==> config.mk <==
export PLATFORM = sky130hd
export DESIGN_NAME = cosine_similarity
export DESIGN_NICKNAME = d
export VERILOG_FILES = /design/src/design/cossim_pkg.sv /design/src/design/cossim_mac.sv /design/src/design/cossim_seq.sv /design/src/design/cossim_dp.sv /design/src/design/cosine_similarity.sv
export SDC_FILE = /design/constraint.sdc
export NUM_CORES = 2
export LEC_CHECK = 0
export BUFFER_PORTS_ARGS = -buffer_cell sky130_fd_sc_hd__buf_2
export CAP_MARGIN = 10
export CORE_MARGIN = 8
export CORE_UTILIZATION = 50
export DETAILED_ROUTE_END_ITERATION = 10
export HOLD_SLACK_MARGIN = 0.06
export PLACE_DENSITY_LB_ADDON = 0.1
export SETUP_SLACK_MARGIN = 0.02
export SYNTH_ARGS = -nofsm -noshare
export SYNTH_HDL_FRONTEND = slang
export SYNTH_HIERARCHICAL = 1
export SYNTH_SLANG_ARGS = --single-unit
export TNS_END_PERCENT = 100
==> constraint.sdc <==
create_clock -name clk -period 11.3 [get_ports clk]
set_input_delay 0.565 -clock clk [delete_from_list [all_inputs] [get_ports clk]]
set_output_delay 0.565 -clock clk [all_outputs]
set_load 0.03 [all_outputs]
==> src/design/cossim_pkg.sv <==
// ----------------------------------------------------------------------------
// cossim_pkg
// Shared widths, microcode encoding and control program of the cosine
// similarity block.
// ----------------------------------------------------------------------------
`default_nettype none

package cossim_pkg;

  localparam int ELEMENT_WIDTH = 16;
  localparam int PROD_WIDTH    = 2 * ELEMENT_WIDTH;
  localparam int DOT_WIDTH     = 45;
  localparam int SQUARE_WIDTH  = 44;
  localparam int ROOT_WIDTH    = SQUARE_WIDTH / 2;
  localparam int REM_WIDTH     = ROOT_WIDTH + 2;
  localparam int QUOT_WIDTH    = 15;
  localparam int COSINE_WIDTH  = 16;
  localparam int FRAC_BITS     = 14;
  localparam int ONE_Q14       = 1 << FRAC_BITS;
  localparam int STEP_WIDTH    = 3;
  localparam int CNT_WIDTH     = 5;

  typedef logic [STEP_WIDTH-1:0] step_t;
  typedef logic [CNT_WIDTH-1:0]  cnt_t;

  typedef enum logic [2:0] {
    OP_IDLE,
    OP_SQ_INIT,
    OP_SQ_STEP,
    OP_MUL,
    OP_DIV_INIT,
    OP_DIV_STEP,
    OP_EMIT
  } dp_op_t;

  typedef enum logic [1:0] {
    JC_NEXT,     // fall through
    JC_ON_LAST,  // leave when the last word is taken, else hold
    JC_LOOP,     // back to target while the loop count is nonzero
    JC_GOTO
  } jump_t;

  typedef struct packed {
    dp_op_t op;
    jump_t  jc;
    step_t  target;
    logic   cnt_load;
    cnt_t   cnt_init;
  } uword_t;

  typedef struct packed {
    dp_op_t op;
    logic   idle;
  } ctl_t;

  localparam step_t ST_ACC      = 3'd0;
  localparam step_t ST_SQ_INIT  = 3'd1;
  localparam step_t ST_SQ_STEP  = 3'd2;
  localparam step_t ST_MUL      = 3'd3;
  localparam step_t ST_DIV_INIT = 3'd4;
  localparam step_t ST_DIV_STEP = 3'd5;
  localparam step_t ST_EMIT     = 3'd6;

  localparam cnt_t SQ_LOOPS  = CNT_WIDTH'(ROOT_WIDTH - 1);
  localparam cnt_t DIV_LOOPS = CNT_WIDTH'(QUOT_WIDTH - 2);

  function automatic uword_t ucode_rom(step_t s);
    uword_t w;
    case (s)
      ST_ACC:      w = '{OP_IDLE,     JC_ON_LAST, ST_SQ_INIT,  1'b0, '0};
      ST_SQ_INIT:  w = '{OP_SQ_INIT,  JC_NEXT,    ST_ACC,      1'b1, SQ_LOOPS};
      ST_SQ_STEP:  w = '{OP_SQ_STEP,  JC_LOOP,    ST_SQ_STEP,  1'b0, '0};
      ST_MUL:      w = '{OP_MUL,      JC_NEXT,    ST_ACC,      1'b0, '0};
      ST_DIV_INIT: w = '{OP_DIV_INIT, JC_NEXT,    ST_ACC,      1'b1, DIV_LOOPS};
      ST_DIV_STEP: w = '{OP_DIV_STEP, JC_LOOP,    ST_DIV_STEP, 1'b0, '0};
      ST_EMIT:     w = '{OP_EMIT,     JC_GOTO,    ST_ACC,      1'b0, '0};
      default:     w = '{OP_IDLE,     JC_GOTO,    ST_ACC,      1'b0, '0};
    endcase
    return w;
  endfunction

endpackage

`default_nettype wire

==> src/design/cossim_mac.sv <==
// ----------------------------------------------------------------------------
// cossim_mac
// Saturating accumulators for the dot product and both sums of squares.
// ----------------------------------------------------------------------------
`default_nettype none

module cossim_mac
  import cossim_pkg::*;
(
  input  wire                               clk,
  input  wire                               rst_n,
  input  wire                               accept,
  input  wire logic signed [ELEMENT_WIDTH-1:0] first_el,
  input  wire logic signed [ELEMENT_WIDTH-1:0] second_el,
  input  wire ctl_t                         ctl,
  output logic signed [DOT_WIDTH-1:0]       dot,
  output logic [SQUARE_WIDTH-1:0]           sq1,
  output logic [SQUARE_WIDTH-1:0]           sq2
);

  localparam logic signed [DOT_WIDTH-1:0] DOT_HI = {1'b0, {(DOT_WIDTH-1){1'b1}}};
  localparam logic signed [DOT_WIDTH-1:0] DOT_LO = {1'b1, {(DOT_WIDTH-1){1'b0}}};

  logic signed [DOT_WIDTH-1:0] dot_r, dot_nxt;
  logic [SQUARE_WIDTH-1:0]     sq1_r, sq1_nxt, sq2_r, sq2_nxt;
  logic signed [PROD_WIDTH-1:0] prod_ab, prod_aa, prod_bb;
  logic signed [DOT_WIDTH:0]   dot_sum;
  logic [SQUARE_WIDTH:0]       sq1_sum, sq2_sum;

  always_comb begin
    prod_ab = first_el * second_el;
    prod_aa = first_el * first_el;
    prod_bb = second_el * second_el;
    dot_sum = (DOT_WIDTH+1)'(dot_r) + (DOT_WIDTH+1)'(prod_ab);
    // squares are never negative, so the low bits carry the magnitude
    sq1_sum = {1'b0, sq1_r} + (SQUARE_WIDTH+1)'(prod_aa[PROD_WIDTH-2:0]);
    sq2_sum = {1'b0, sq2_r} + (SQUARE_WIDTH+1)'(prod_bb[PROD_WIDTH-2:0]);

    dot_nxt = dot_r;
    sq1_nxt = sq1_r;
    sq2_nxt = sq2_r;
    if (ctl.op == OP_EMIT) begin
      dot_nxt = '0;
      sq1_nxt = '0;
      sq2_nxt = '0;
    end else if (accept) begin
      if (dot_sum[DOT_WIDTH] != dot_sum[DOT_WIDTH-1]) begin
        dot_nxt = dot_sum[DOT_WIDTH] ? DOT_LO : DOT_HI;
      end else begin
        dot_nxt = dot_sum[DOT_WIDTH-1:0];
      end
      sq1_nxt = sq1_sum[SQUARE_WIDTH] ? '1 : sq1_sum[SQUARE_WIDTH-1:0];
      sq2_nxt = sq2_sum[SQUARE_WIDTH] ? '1 : sq2_sum[SQUARE_WIDTH-1:0];
    end
  end

  always_ff @(posedge clk) begin
    if (!rst_n) begin
      dot_r <= '0;
      sq1_r <= '0;
      sq2_r <= '0;
    end else begin
      dot_r <= dot_nxt;
      sq1_r <= sq1_nxt;
      sq2_r <= sq2_nxt;
    end
  end

  assign dot = dot_r;
  assign sq1 = sq1_r;
  assign sq2 = sq2_r;

endmodule

`default_nettype wire

==> src/design/cossim_seq.sv <==
// ----------------------------------------------------------------------------
// cossim_seq
// Microcode sequencer: step counter, loop counter and jump logic over the
// control program held in the package.
// ----------------------------------------------------------------------------
`default_nettype none

module cossim_seq
  import cossim_pkg::*;
(
  input  wire  clk,
  input  wire  rst_n,
  input  wire  start,
  input  wire  last_el,
  output ctl_t ctl
);

  step_t  step_r, step_nxt;
  cnt_t   cnt_r, cnt_nxt;
  uword_t uw;

  always_comb begin
    uw       = ucode_rom(step_r);
    step_nxt = step_r;
    cnt_nxt  = cnt_r;
    case (uw.jc)
      JC_NEXT:    step_nxt = step_r + 1'b1;
      JC_ON_LAST: step_nxt = (start && last_el) ? uw.target : step_r;
      JC_LOOP: begin
        if (cnt_r != '0) begin
          step_nxt = uw.target;
          cnt_nxt  = cnt_r - 1'b1;
        end else begin
          step_nxt = step_r + 1'b1;
        end
      end
      JC_GOTO:    step_nxt = uw.target;
      default:    step_nxt = ST_ACC;
    endcase
    if (uw.cnt_load) begin
      cnt_nxt = uw.cnt_init;
    end
  end

  always_ff @(posedge clk) begin
    if (!rst_n) begin
      step_r <= ST_ACC;
      cnt_r  <= '0;
    end else begin
      step_r <= step_nxt;
      cnt_r  <= cnt_nxt;
    end
  end

  assign ctl.op   = uw.op;
  assign ctl.idle = (step_r == ST_ACC);

endmodule

`default_nettype wire

==> src/design/cossim_dp.sv <==
// ----------------------------------------------------------------------------
// cossim_dp
// Finishing datapath: two digit-by-digit square roots, root product, bit
// serial restoring divide, saturation and the result register.
// ----------------------------------------------------------------------------
`default_nettype none

module cossim_dp
  import cossim_pkg::*;
(
  input  wire                          clk,
  input  wire                          rst_n,
  input  wire ctl_t                    ctl,
  input  wire logic signed [DOT_WIDTH-1:0] dot,
  input  wire logic [SQUARE_WIDTH-1:0] sq1,
  input  wire logic [SQUARE_WIDTH-1:0] sq2,
  output logic                         out_valid,
  output logic signed [COSINE_WIDTH-1:0] out_cosine,
  output logic                         out_status
);

  localparam logic [QUOT_WIDTH-1:0] Q_ONE = QUOT_WIDTH'(ONE_Q14);

  logic [SQUARE_WIDTH-1:0] x1_r, x1_nxt, x2_r, x2_nxt;
  logic [REM_WIDTH-1:0]    rem1_r, rem1_nxt, rem2_r, rem2_nxt;
  logic [ROOT_WIDTH-1:0]   root1_r, root1_nxt, root2_r, root2_nxt;
  logic [SQUARE_WIDTH-1:0] denom_r, denom_nxt;
  logic [DOT_WIDTH-1:0]    mag_r, mag_nxt, drem_r, drem_nxt;
  logic [QUOT_WIDTH-1:0]   quot_r, quot_nxt;
  logic                    neg_r, neg_nxt, zero_r, zero_nxt, sat_r, sat_nxt;
  logic                    valid_r, valid_nxt;
  logic signed [COSINE_WIDTH-1:0] cos_r, cos_nxt;
  logic                    status_r, status_nxt;

  logic [REM_WIDTH+1:0]    sh1, sh2, trial1, trial2;
  logic [DOT_WIDTH-1:0]    dsh, den_ext;
  logic                    dbit;
  logic [QUOT_WIDTH-1:0]   qmag;
  logic [COSINE_WIDTH-1:0] qext;

  always_comb begin
    // one root digit per step: bring down two radicand bits, try 4r+1
    sh1    = {rem1_r, x1_r[SQUARE_WIDTH-1 -: 2]};
    sh2    = {rem2_r, x2_r[SQUARE_WIDTH-1 -: 2]};
    trial1 = (REM_WIDTH+2)'({root1_r, 2'b01});
    trial2 = (REM_WIDTH+2)'({root2_r, 2'b01});

    den_ext = {1'b0, denom_r};
    dsh     = {drem_r[DOT_WIDTH-2:0], 1'b0};
    dbit    = (dsh >= den_ext);

    x1_nxt    = x1_r;
    x2_nxt    = x2_r;
    rem1_nxt  = rem1_r;
    rem2_nxt  = rem2_r;
    root1_nxt = root1_r;
    root2_nxt = root2_r;
    denom_nxt = denom_r;
    mag_nxt   = mag_r;
    drem_nxt  = drem_r;
    quot_nxt  = quot_r;
    neg_nxt   = neg_r;
    zero_nxt  = zero_r;
    sat_nxt   = sat_r;
    valid_nxt = 1'b0;
    cos_nxt   = cos_r;
    status_nxt = status_r;

    qmag = sat_r ? Q_ONE : ((quot_r > Q_ONE) ? Q_ONE : quot_r);
    qext = COSINE_WIDTH'(qmag);

    case (ctl.op)
      OP_SQ_INIT: begin
        x1_nxt    = sq1;
        x2_nxt    = sq2;
        rem1_nxt  = '0;
        rem2_nxt  = '0;
        root1_nxt = '0;
        root2_nxt = '0;
      end
      OP_SQ_STEP: begin
        x1_nxt = {x1_r[SQUARE_WIDTH-3:0], 2'b00};
        x2_nxt = {x2_r[SQUARE_WIDTH-3:0], 2'b00};
        if (sh1 >= trial1) begin
          rem1_nxt  = REM_WIDTH'(sh1 - trial1);
          root1_nxt = {root1_r[ROOT_WIDTH-2:0], 1'b1};
        end else begin
          rem1_nxt  = REM_WIDTH'(sh1);
          root1_nxt = {root1_r[ROOT_WIDTH-2:0], 1'b0};
        end
        if (sh2 >= trial2) begin
          rem2_nxt  = REM_WIDTH'(sh2 - trial2);
          root2_nxt = {root2_r[ROOT_WIDTH-2:0], 1'b1};
        end else begin
          rem2_nxt  = REM_WIDTH'(sh2);
          root2_nxt = {root2_r[ROOT_WIDTH-2:0], 1'b0};
        end
      end
      OP_MUL: begin
        denom_nxt = SQUARE_WIDTH'(root1_r) * SQUARE_WIDTH'(root2_r);
        neg_nxt   = dot[DOT_WIDTH-1];
        mag_nxt   = dot[DOT_WIDTH-1] ? DOT_WIDTH'(-dot) : DOT_WIDTH'(dot);
        zero_nxt  = (root1_r == '0) || (root2_r == '0);
      end
      OP_DIV_INIT: begin
        // quotient at or above 2.0 needs no divide, it saturates
        sat_nxt = (mag_r >= {denom_r, 1'b0});
        if (mag_r >= den_ext) begin
          drem_nxt = mag_r - den_ext;
          quot_nxt = QUOT_WIDTH'(1);
        end else begin
          drem_nxt = mag_r;
          quot_nxt = '0;
        end
      end
      OP_DIV_STEP: begin
        drem_nxt = dbit ? (dsh - den_ext) : dsh;
        quot_nxt = {quot_r[QUOT_WIDTH-2:0], dbit};
      end
      OP_EMIT: begin
        valid_nxt = 1'b1;
        if (zero_r) begin
          cos_nxt    = '0;
          status_nxt = 1'b1;
        end else begin
          cos_nxt    = neg_r ? -$signed(qext) : $signed(qext);
          status_nxt = 1'b0;
        end
      end
      default: ;
    endcase
  end

  always_ff @(posedge clk) begin
    if (!rst_n) begin
      valid_r <= 1'b0;
    end else begin
      valid_r <= valid_nxt;
    end
    x1_r     <= x1_nxt;
    x2_r     <= x2_nxt;
    rem1_r   <= rem1_nxt;
    rem2_r   <= rem2_nxt;
    root1_r  <= root1_nxt;
    root2_r  <= root2_nxt;
    denom_r  <= denom_nxt;
    mag_r    <= mag_nxt;
    drem_r   <= drem_nxt;
    quot_r   <= quot_nxt;
    neg_r    <= neg_nxt;
    zero_r   <= zero_nxt;
    sat_r    <= sat_nxt;
    cos_r    <= cos_nxt;
    status_r <= status_nxt;
  end

  assign out_valid  = valid_r;
  assign out_cosine = cos_r;
  assign out_status = status_r;

endmodule

`default_nettype wire

==> src/design/cosine_similarity.sv <==
// ----------------------------------------------------------------------------
// cosine_similarity
// Streams two vectors one element pair per word and reports their cosine.
// ----------------------------------------------------------------------------
// Input channel: a word (in_first_element, in_second_element,
// in_last_element) is taken at a rising edge with start high and busy low.
// Words without the last flag only accumulate and are taken in every cycle that start is high.
// A word with the last flag raises busy while the microcode runs:
// 1 setup, 22 square-root digit steps (both roots side by side),
// 1 root multiply, 1 divide setup, 14 divide steps and 1 result step.
// The result appears on out_cosine/out_status with out_valid high for one
// cycle, in the cycle where busy drops again; a new word can be taken in
// that same cycle. Throughput is one word per cycle inside a vector; the
// root and divide iterations after each vector hold off new words.
// out_cosine is signed Q2.14, truncated and held to +/-1.0; out_status set
// means one vector had zero norm and out_cosine is zero.
// The receiver cannot stall; out_valid is a strobe.
// Synchronous reset clears the accumulators and returns the sequencer to
// its idle step; no result is pending after reset.
// ----------------------------------------------------------------------------
`default_nettype none

module cosine_similarity
  import cossim_pkg::*;
(
  input  wire                               clk,
  input  wire                               rst_n,
  input  wire                               start,
  output logic                              busy,
  input  wire logic signed [ELEMENT_WIDTH-1:0] in_first_element,
  input  wire logic signed [ELEMENT_WIDTH-1:0] in_second_element,
  input  wire                               in_last_element,
  output logic                              out_valid,
  output logic signed [COSINE_WIDTH-1:0]    out_cosine,
  output logic                              out_status
);

  ctl_t                        ctl;
  logic                        accept;
  logic signed [DOT_WIDTH-1:0] dot;
  logic [SQUARE_WIDTH-1:0]     sq1, sq2;

  assign busy   = !ctl.idle;
  assign accept = start && ctl.idle;

  cossim_seq u_seq (
    .clk     (clk),
    .rst_n   (rst_n),
    .start   (accept),
    .last_el (in_last_element),
    .ctl     (ctl)
  );

  cossim_mac u_mac (
    .clk       (clk),
    .rst_n     (rst_n),
    .accept    (accept),
    .first_el  (in_first_element),
    .second_el (in_second_element),
    .ctl       (ctl),
    .dot       (dot),
    .sq1       (sq1),
    .sq2       (sq2)
  );

  cossim_dp u_dp (
    .clk        (clk),
    .rst_n      (rst_n),
    .ctl        (ctl),
    .dot        (dot),
    .sq1        (sq1),
    .sq2        (sq2),
    .out_valid  (out_valid),
    .out_cosine (out_cosine),
    .out_status (out_status)
  );

endmodule

`default_nettype wire

======== Word-level counts from Yosys, hierarchy flattened ========
Cells that the tools add are included.
cells by class
  magnitude comparators ................... 6
  bitwise operators ....................... 2
  equality and inequality tests ........... 17
  add/sub/neg operators ................... 11
  multipliers ............................. 4
  reductions and logical operators ........ 16
  muxes and demuxes ....................... 32
operators by type and width
  kind                    count
  $pmux W44 S2            3
  $mux W44                5
  $pmux W14 S7            1
  $pmux W24 S2            2
  $add A44 B31 Y45        2
  $ge A45 B44 Y1          2
  $mux W45                2
  $pmux W22 S2            2
  $sub A44 B44 Y44        2
  $mul A16 B16 Y31        2
  $ge A26 B24 Y1          2
  $mux W24                2
  $sub A24 B24 Y24        2
  $add A45 B32 Y46        1
  $ge A45 B45 Y1          1
  $mux W15                3
  $neg A45 Y45            1
  $logic_not A22 Y1       2
  $mul A22 B22 Y44        1
  $mul A16 B16 Y32        1
  $pmux W15 S2            1
  $eq A3 B3 Y1 const B    6
  $neg A15 Y16            1
  $gt A15 B15 Y1 const B  1
  22 further kinds        40
word-level totals
  input bits .............................. 36
  logic and storage cells ................. 111
  register bits ........................... 490

======== Longest topological paths before layout ========
  word-level depth ........................ 5
  gate-level depth with buffers ........... 38

======== Hierarchy ========
The synthesis kept the hierarchy.
by module, submodules not included
  module             instances  sequential area each (µm²)  cells an instance  area each (µm²)
  cossim_dp          1          10470.0                     4393               39526.7
  cossim_mac         1          2662.6                      4390               39143.8
  cossim_seq         1          160.2                       93                 757.0
  cosine_similarity  1          0.0                         2                  10.0

======== Worst setup path after synthesis ========
Ideal clock, no wire load.
  path type ............................... register to register
  start ................................... register u_seq.step_r[0]
  end ..................................... register u_dp.rem1_r[0], enable pin
  cell stages (with the launch flop) ...... 9
  clock period less this slack ............ 9821 ps
  path slack .............................. 1479 ps
  data arrival time ....................... 9099 ps
  cell sequence ........................... dfxtp_1 inv_1 ha_1 clkbuf_1 o31ai_1 nand2b_1 clkbuf_1 xnor2_1 nor2_1
RTL lines
  what                    line              text
  from (decl)             cossim_seq.sv:18  step_t step_r, step_nxt;
  from (signal assigned)  cossim_seq.sv:50  step_r <= step_nxt;
  to (signal assigned)    cossim_dp.sv:142  rem1_r <= rem1_nxt;
  to (decl)               cossim_dp.sv:25   logic [REM_WIDTH-1:0] rem1_r, rem1_nxt, rem2_r, rem2_nxt;

======== Final worst setup path ========
  start ................................... input in_first_element[13]
  end ..................................... register u_mac.sq1_r[41], in the netlist u_mac/sq1[41]
between the ends
  cells in the longest elaborated chain, start to end .. 3
ends and longest elaborated chain
  what                  line                     text
  from (decl)           cosine_similarity.sv:30  input wire logic signed [ELEMENT_WIDTH-1:0] in_first_element,
  $mul A16 B16 Y31      cossim_mac.sv:32         prod_aa = first_el * first_el;
  $add A44 B31 Y45      cossim_mac.sv:36         sq1_sum = {1'b0, sq1_r} + (SQUARE_WIDTH+1)'(prod_aa[PROD_WIDTH-2:0]);
  $mux W44              cossim_mac.sv:52         sq1_nxt = sq1_sum[SQUARE_WIDTH] ? '1 : sq1_sum[SQUARE_WIDTH-1:0];
  to (signal assigned)  cossim_mac.sv:64         sq1_r <= sq1_nxt;
  to (decl)             cossim_mac.sv:25         logic [SQUARE_WIDTH-1:0] sq1_r, sq1_nxt, sq2_r, sq2_nxt;
Every way passes these cells.
A chain may end at the register's enable or synchronous reset.

==> summary.md <==
| Metric | Value |
|---|---|
| Run status | finished clean |
| # IOs | 55 |
| Fin. max-slew vios | 0 |
| Hold Crit Class | in -> reg |
| Layout area overhead | 4.88% |
| Slew Limit Headroom | 0.261 |
| Post-cts hold buffer count | 0 |
| Die outline width | just over 400 µm |
| # DRC | 0 |
| Synth Flop Type | edfxtp_1 |
| FFs w/ async S/R, synth | 0 |
| Clock Tree Root | clkbuf_16 |
| Reg area | approximately 0.013 mm² |
| Setup Buffers After CTS | 0 |
| Gates resized, CTS repair | 0 |
| Measured slew at the worst slew-check pin | between 1000 and 1500 ps |
| Synthesized flop and latch total | 490 |
| CTS tree | yes |
| Detailed Place HPWL | about 180000 µm |
| Crit share post-route | 0.807 |
| Fin Clk Skew | a little under 40 ps |
| DR pass1 iterations | 5 |
| Via count | 61300 |
| DP Area | around 0.081 mm² |
| RSZ-0062 raised after global routing | no |
| Worst endpoint data arrival time | 9690 ps |
| Die footprint | 0.172 mm² |
| CTS H-tree lvls | 2 |
| Iteration-0 DRC Markers | around 4700 |
| Initial antenna violation count | 9 |
| Initial Util | 0.503 |
| Fmax | around 110 MHz |
| Std-Cell Rows | between 100 and 150 |
| Grt ovf | 0 |
| Fillers | 14700 |
| Final setup viols | 0 |
| Mean area per synthesized cell | slightly below 9 µm² |
| Final net count | about 11000 |
| Crit Path Max Fanout | 25 |
| Post-synth EDFFs | approximately 350 |
| Final Wtd Congestion | between 0.9 and 1 |
| Buffers added on ports | 54 |
| Clock Pin Slew Worst Setup and Hold Paths | roughly 60 ps |
| Crit Path Category | in -> reg |
| Mapped Nets | approximately 11000 |
| Overall Global Routing Usage | 0.258 |
| WP data required | approximately 12000 ps |
| Total clock sinks | 490 |
| CTS Buf Count | 61 |
| Setup TNS Final | 0 ps |
| Critical Path End Type | register |
| Multi-input gate area | between 0.05 and 0.06 mm² |
| Largest net degree at the start of global routing | 151 |
| Clock latency on the worst-skew pair | about 700 ps |
| Die span in y | a little over 400 µm |
| Post-synthesis sequential area ratio | 0.167 |
| Reg-to-reg slack, setup | 2810 ps |
| Max incr delay on CP | 850 ps |
| First-pass GRT wire length | between 300000 and 400000 µm |
| Final min period | slightly above 9000 ps |
| Antenna Nets Post-Route | 0 |
| Post-Synthesis Cells | slightly below 9000 |
| Clock Tree Buf Depth | 3 |
| Max_cap viols | 0 |
| Final Hold Viols | 0 |
| Vias in the first global route | approximately 63000 |
| CP most frequent cell | fa_1 |
| Cell Area, Synth | just under 0.08 mm² |
| Syn. warnings | 6 |
| Finished Cell Area | between 0.08 and 0.09 mm² |
| Core box area | between 0.15 and 0.2 mm² |
| Total Wirelength | 225000 µm |
| Critical path's slowest cell | o31ai_1 |
| Vias/cell | 5.68 |
| Layout cell share with drive strength beyond 1 | 0.0414 |
| Crit start category | primary input |
| DR WL/cell | between 20 and 25 µm |
| Distinct cells, synth | around 120 |
-- worst paths after layout --
path / from / end / cells past startpoint
hold reg to reg: u_dp/x1_r[1] / u_dp/x1_r[3] / 2
hold / removal: rst_n / u_seq/step_r[0] / 2
setup reg to reg: u_dp/root2_r[9] / u_dp/denom_r[42] / 23
setup / recovery: in_first_element[13] / u_mac/sq1[41] / 30
-- final cells by class --
cell class,count,area share
tap,2072,0.0311
clock buffer,72,0.0189
antenna,3,0.0000901
multi-input combinational,6393,0.704
timing repair buffer,119,0.00940
inverter,1603,0.0722
sequential,490,0.160
clock inverter,39,0.00482
-- state kept, by name, summed over array words and instances (netlist names) --
| register | flops |
|---|---|
| u_dp/zero_r | 1 |
| u_mac/sq1 | 44 |
| u_mac/dot | 45 |
| u_dp/out_status | 1 |
| u_dp/denom_r | 44 |
| u_dp/x2_r | 44 |
| u_mac/sq2 | 44 |
| u_dp/out_cosine | 16 |
| u_dp/quot_r | 15 |
| u_dp/x1_r | 44 |
| u_dp/rem2_r | 24 |
| u_dp/mag_r | 45 |
| u_dp/root2_r | 22 |
| u_dp/neg_r | 1 |
| u_dp/root1_r | 22 |
| u_dp/out_valid | 1 |
| u_dp/rem1_r | 24 |
| u_dp/sat_r | 1 |
| u_seq/step_r | 3 |
| u_seq/cnt_r | 5 |
| u_dp/drem_r | 44 |
-- cells by family (layout without fill, tap and decap cells) --
logic type               Yosys count  count (layout)  synth area share
buffers and inverters           1995            1833            0.0956
AO/OA/AOI/OAI                   1502            1502             0.121
multiplexers                      69              69           0.00877
flip-flops                       490             490             0.167
XOR/XNOR                         395             395            0.0439
AND/OR/NAND/NOR                 2465            2465             0.141
adder cells (fa/ha/maj)         1962            1962             0.422
other                              0               3                 0
-- through the flow --
stage	setup WS [ps]	util	cells	hold WS (ps)
after global placement	1820	0.515	10700	486
after CTS	2360	0.527	10800	156
final	2180	0.527	10800	212
after global routing	1660	0.527	10800	188
after floorplan	1480	-	8878	424
after detailed placement	1630	0.515	10700	490
-- placed cells by master (no fill, tap or decap), types with 24 or more instances in the layout --
cell	instances
nor4_1	24
inv_1	1584
o211ai_1	43
nor2b_1	58
o31ai_1	40
ha_1	717
clkbuf_16	61
nand4_1	77
and2_1	166
xnor2_1	267
edfxtp_1	348
fa_1	1206
o21bai_1	43
a31oi_1	86
a211oi_1	54
buf_2	54
xor2_1	126
a21oi_1	455
a21o_1	162
and3_1	68
mux2i_1	64
nor3_1	73
maj3_2	37
nor2_1	647
o21a_1	54
or3_1	24
nand2_1	1042
o21ai_0	324
nand2b_1	57
a31o_2	24
nand3_1	105
buf_4	63
dfxtp_1	141
-- Yosys cell counts, types with 37 or more instances --
| library cell | number | area [µm²] |
|---|---|---|
| inv_1 | 1584 | 5950 |
| fa_1 | 1206 | 24100 |
| nand2_1 | 1044 | 3920 |
| ha_1 | 717 | 8970 |
| nor2_1 | 649 | 2440 |
| a21oi_1 | 456 | 2280 |
| clkbuf_1 | 348 | 1310 |
| edfxtp_1 | 348 | 10500 |
| o21ai_0 | 324 | 1620 |
| xnor2_1 | 267 | 2340 |
| and2_1 | 169 | 1060 |
| a21o_1 | 162 | 1220 |
| dfxtp_1 | 142 | 2840 |
| xor2_1 | 126 | 1100 |
| nand3_1 | 105 | 526 |
| a31oi_1 | 88 | 551 |
| nand4_1 | 77 | 482 |
| nor3_1 | 73 | 365 |
| and3_1 | 68 | 425 |
| mux2i_1 | 64 | 641 |
| nor2b_1 | 59 | 369 |
| nand2b_1 | 57 | 357 |
| a211oi_1 | 54 | 405 |
| o21a_1 | 54 | 405 |
| o211ai_1 | 43 | 323 |
| o21bai_1 | 43 | 323 |
| o31ai_1 | 41 | 308 |
| maj3_2 | 37 | 417 |
-- worst max-delay path: cells and delay by family --
kind            cells  cell delay, ps
compound gates      9            3030
xor+xnor            2             350
fa+ha+maj           8            3640
buf+inv             6            1160
simple gates        5             920
-- per-layer routing --
| metal | global-route usage | part of all wire |
|---|---|---|
| met1 | 0.354 | 0.44 |
| met2 | 0.431 | 0.48 |
| met3 | 0.0282 | 0.053 |
| met4 | 0.0775 | 0.033 |
| met5 | 0 | 0.000058 |
Power is not shown: default switching activity piles up to over one toggle a cycle in this logic, so the estimate is an artifact.
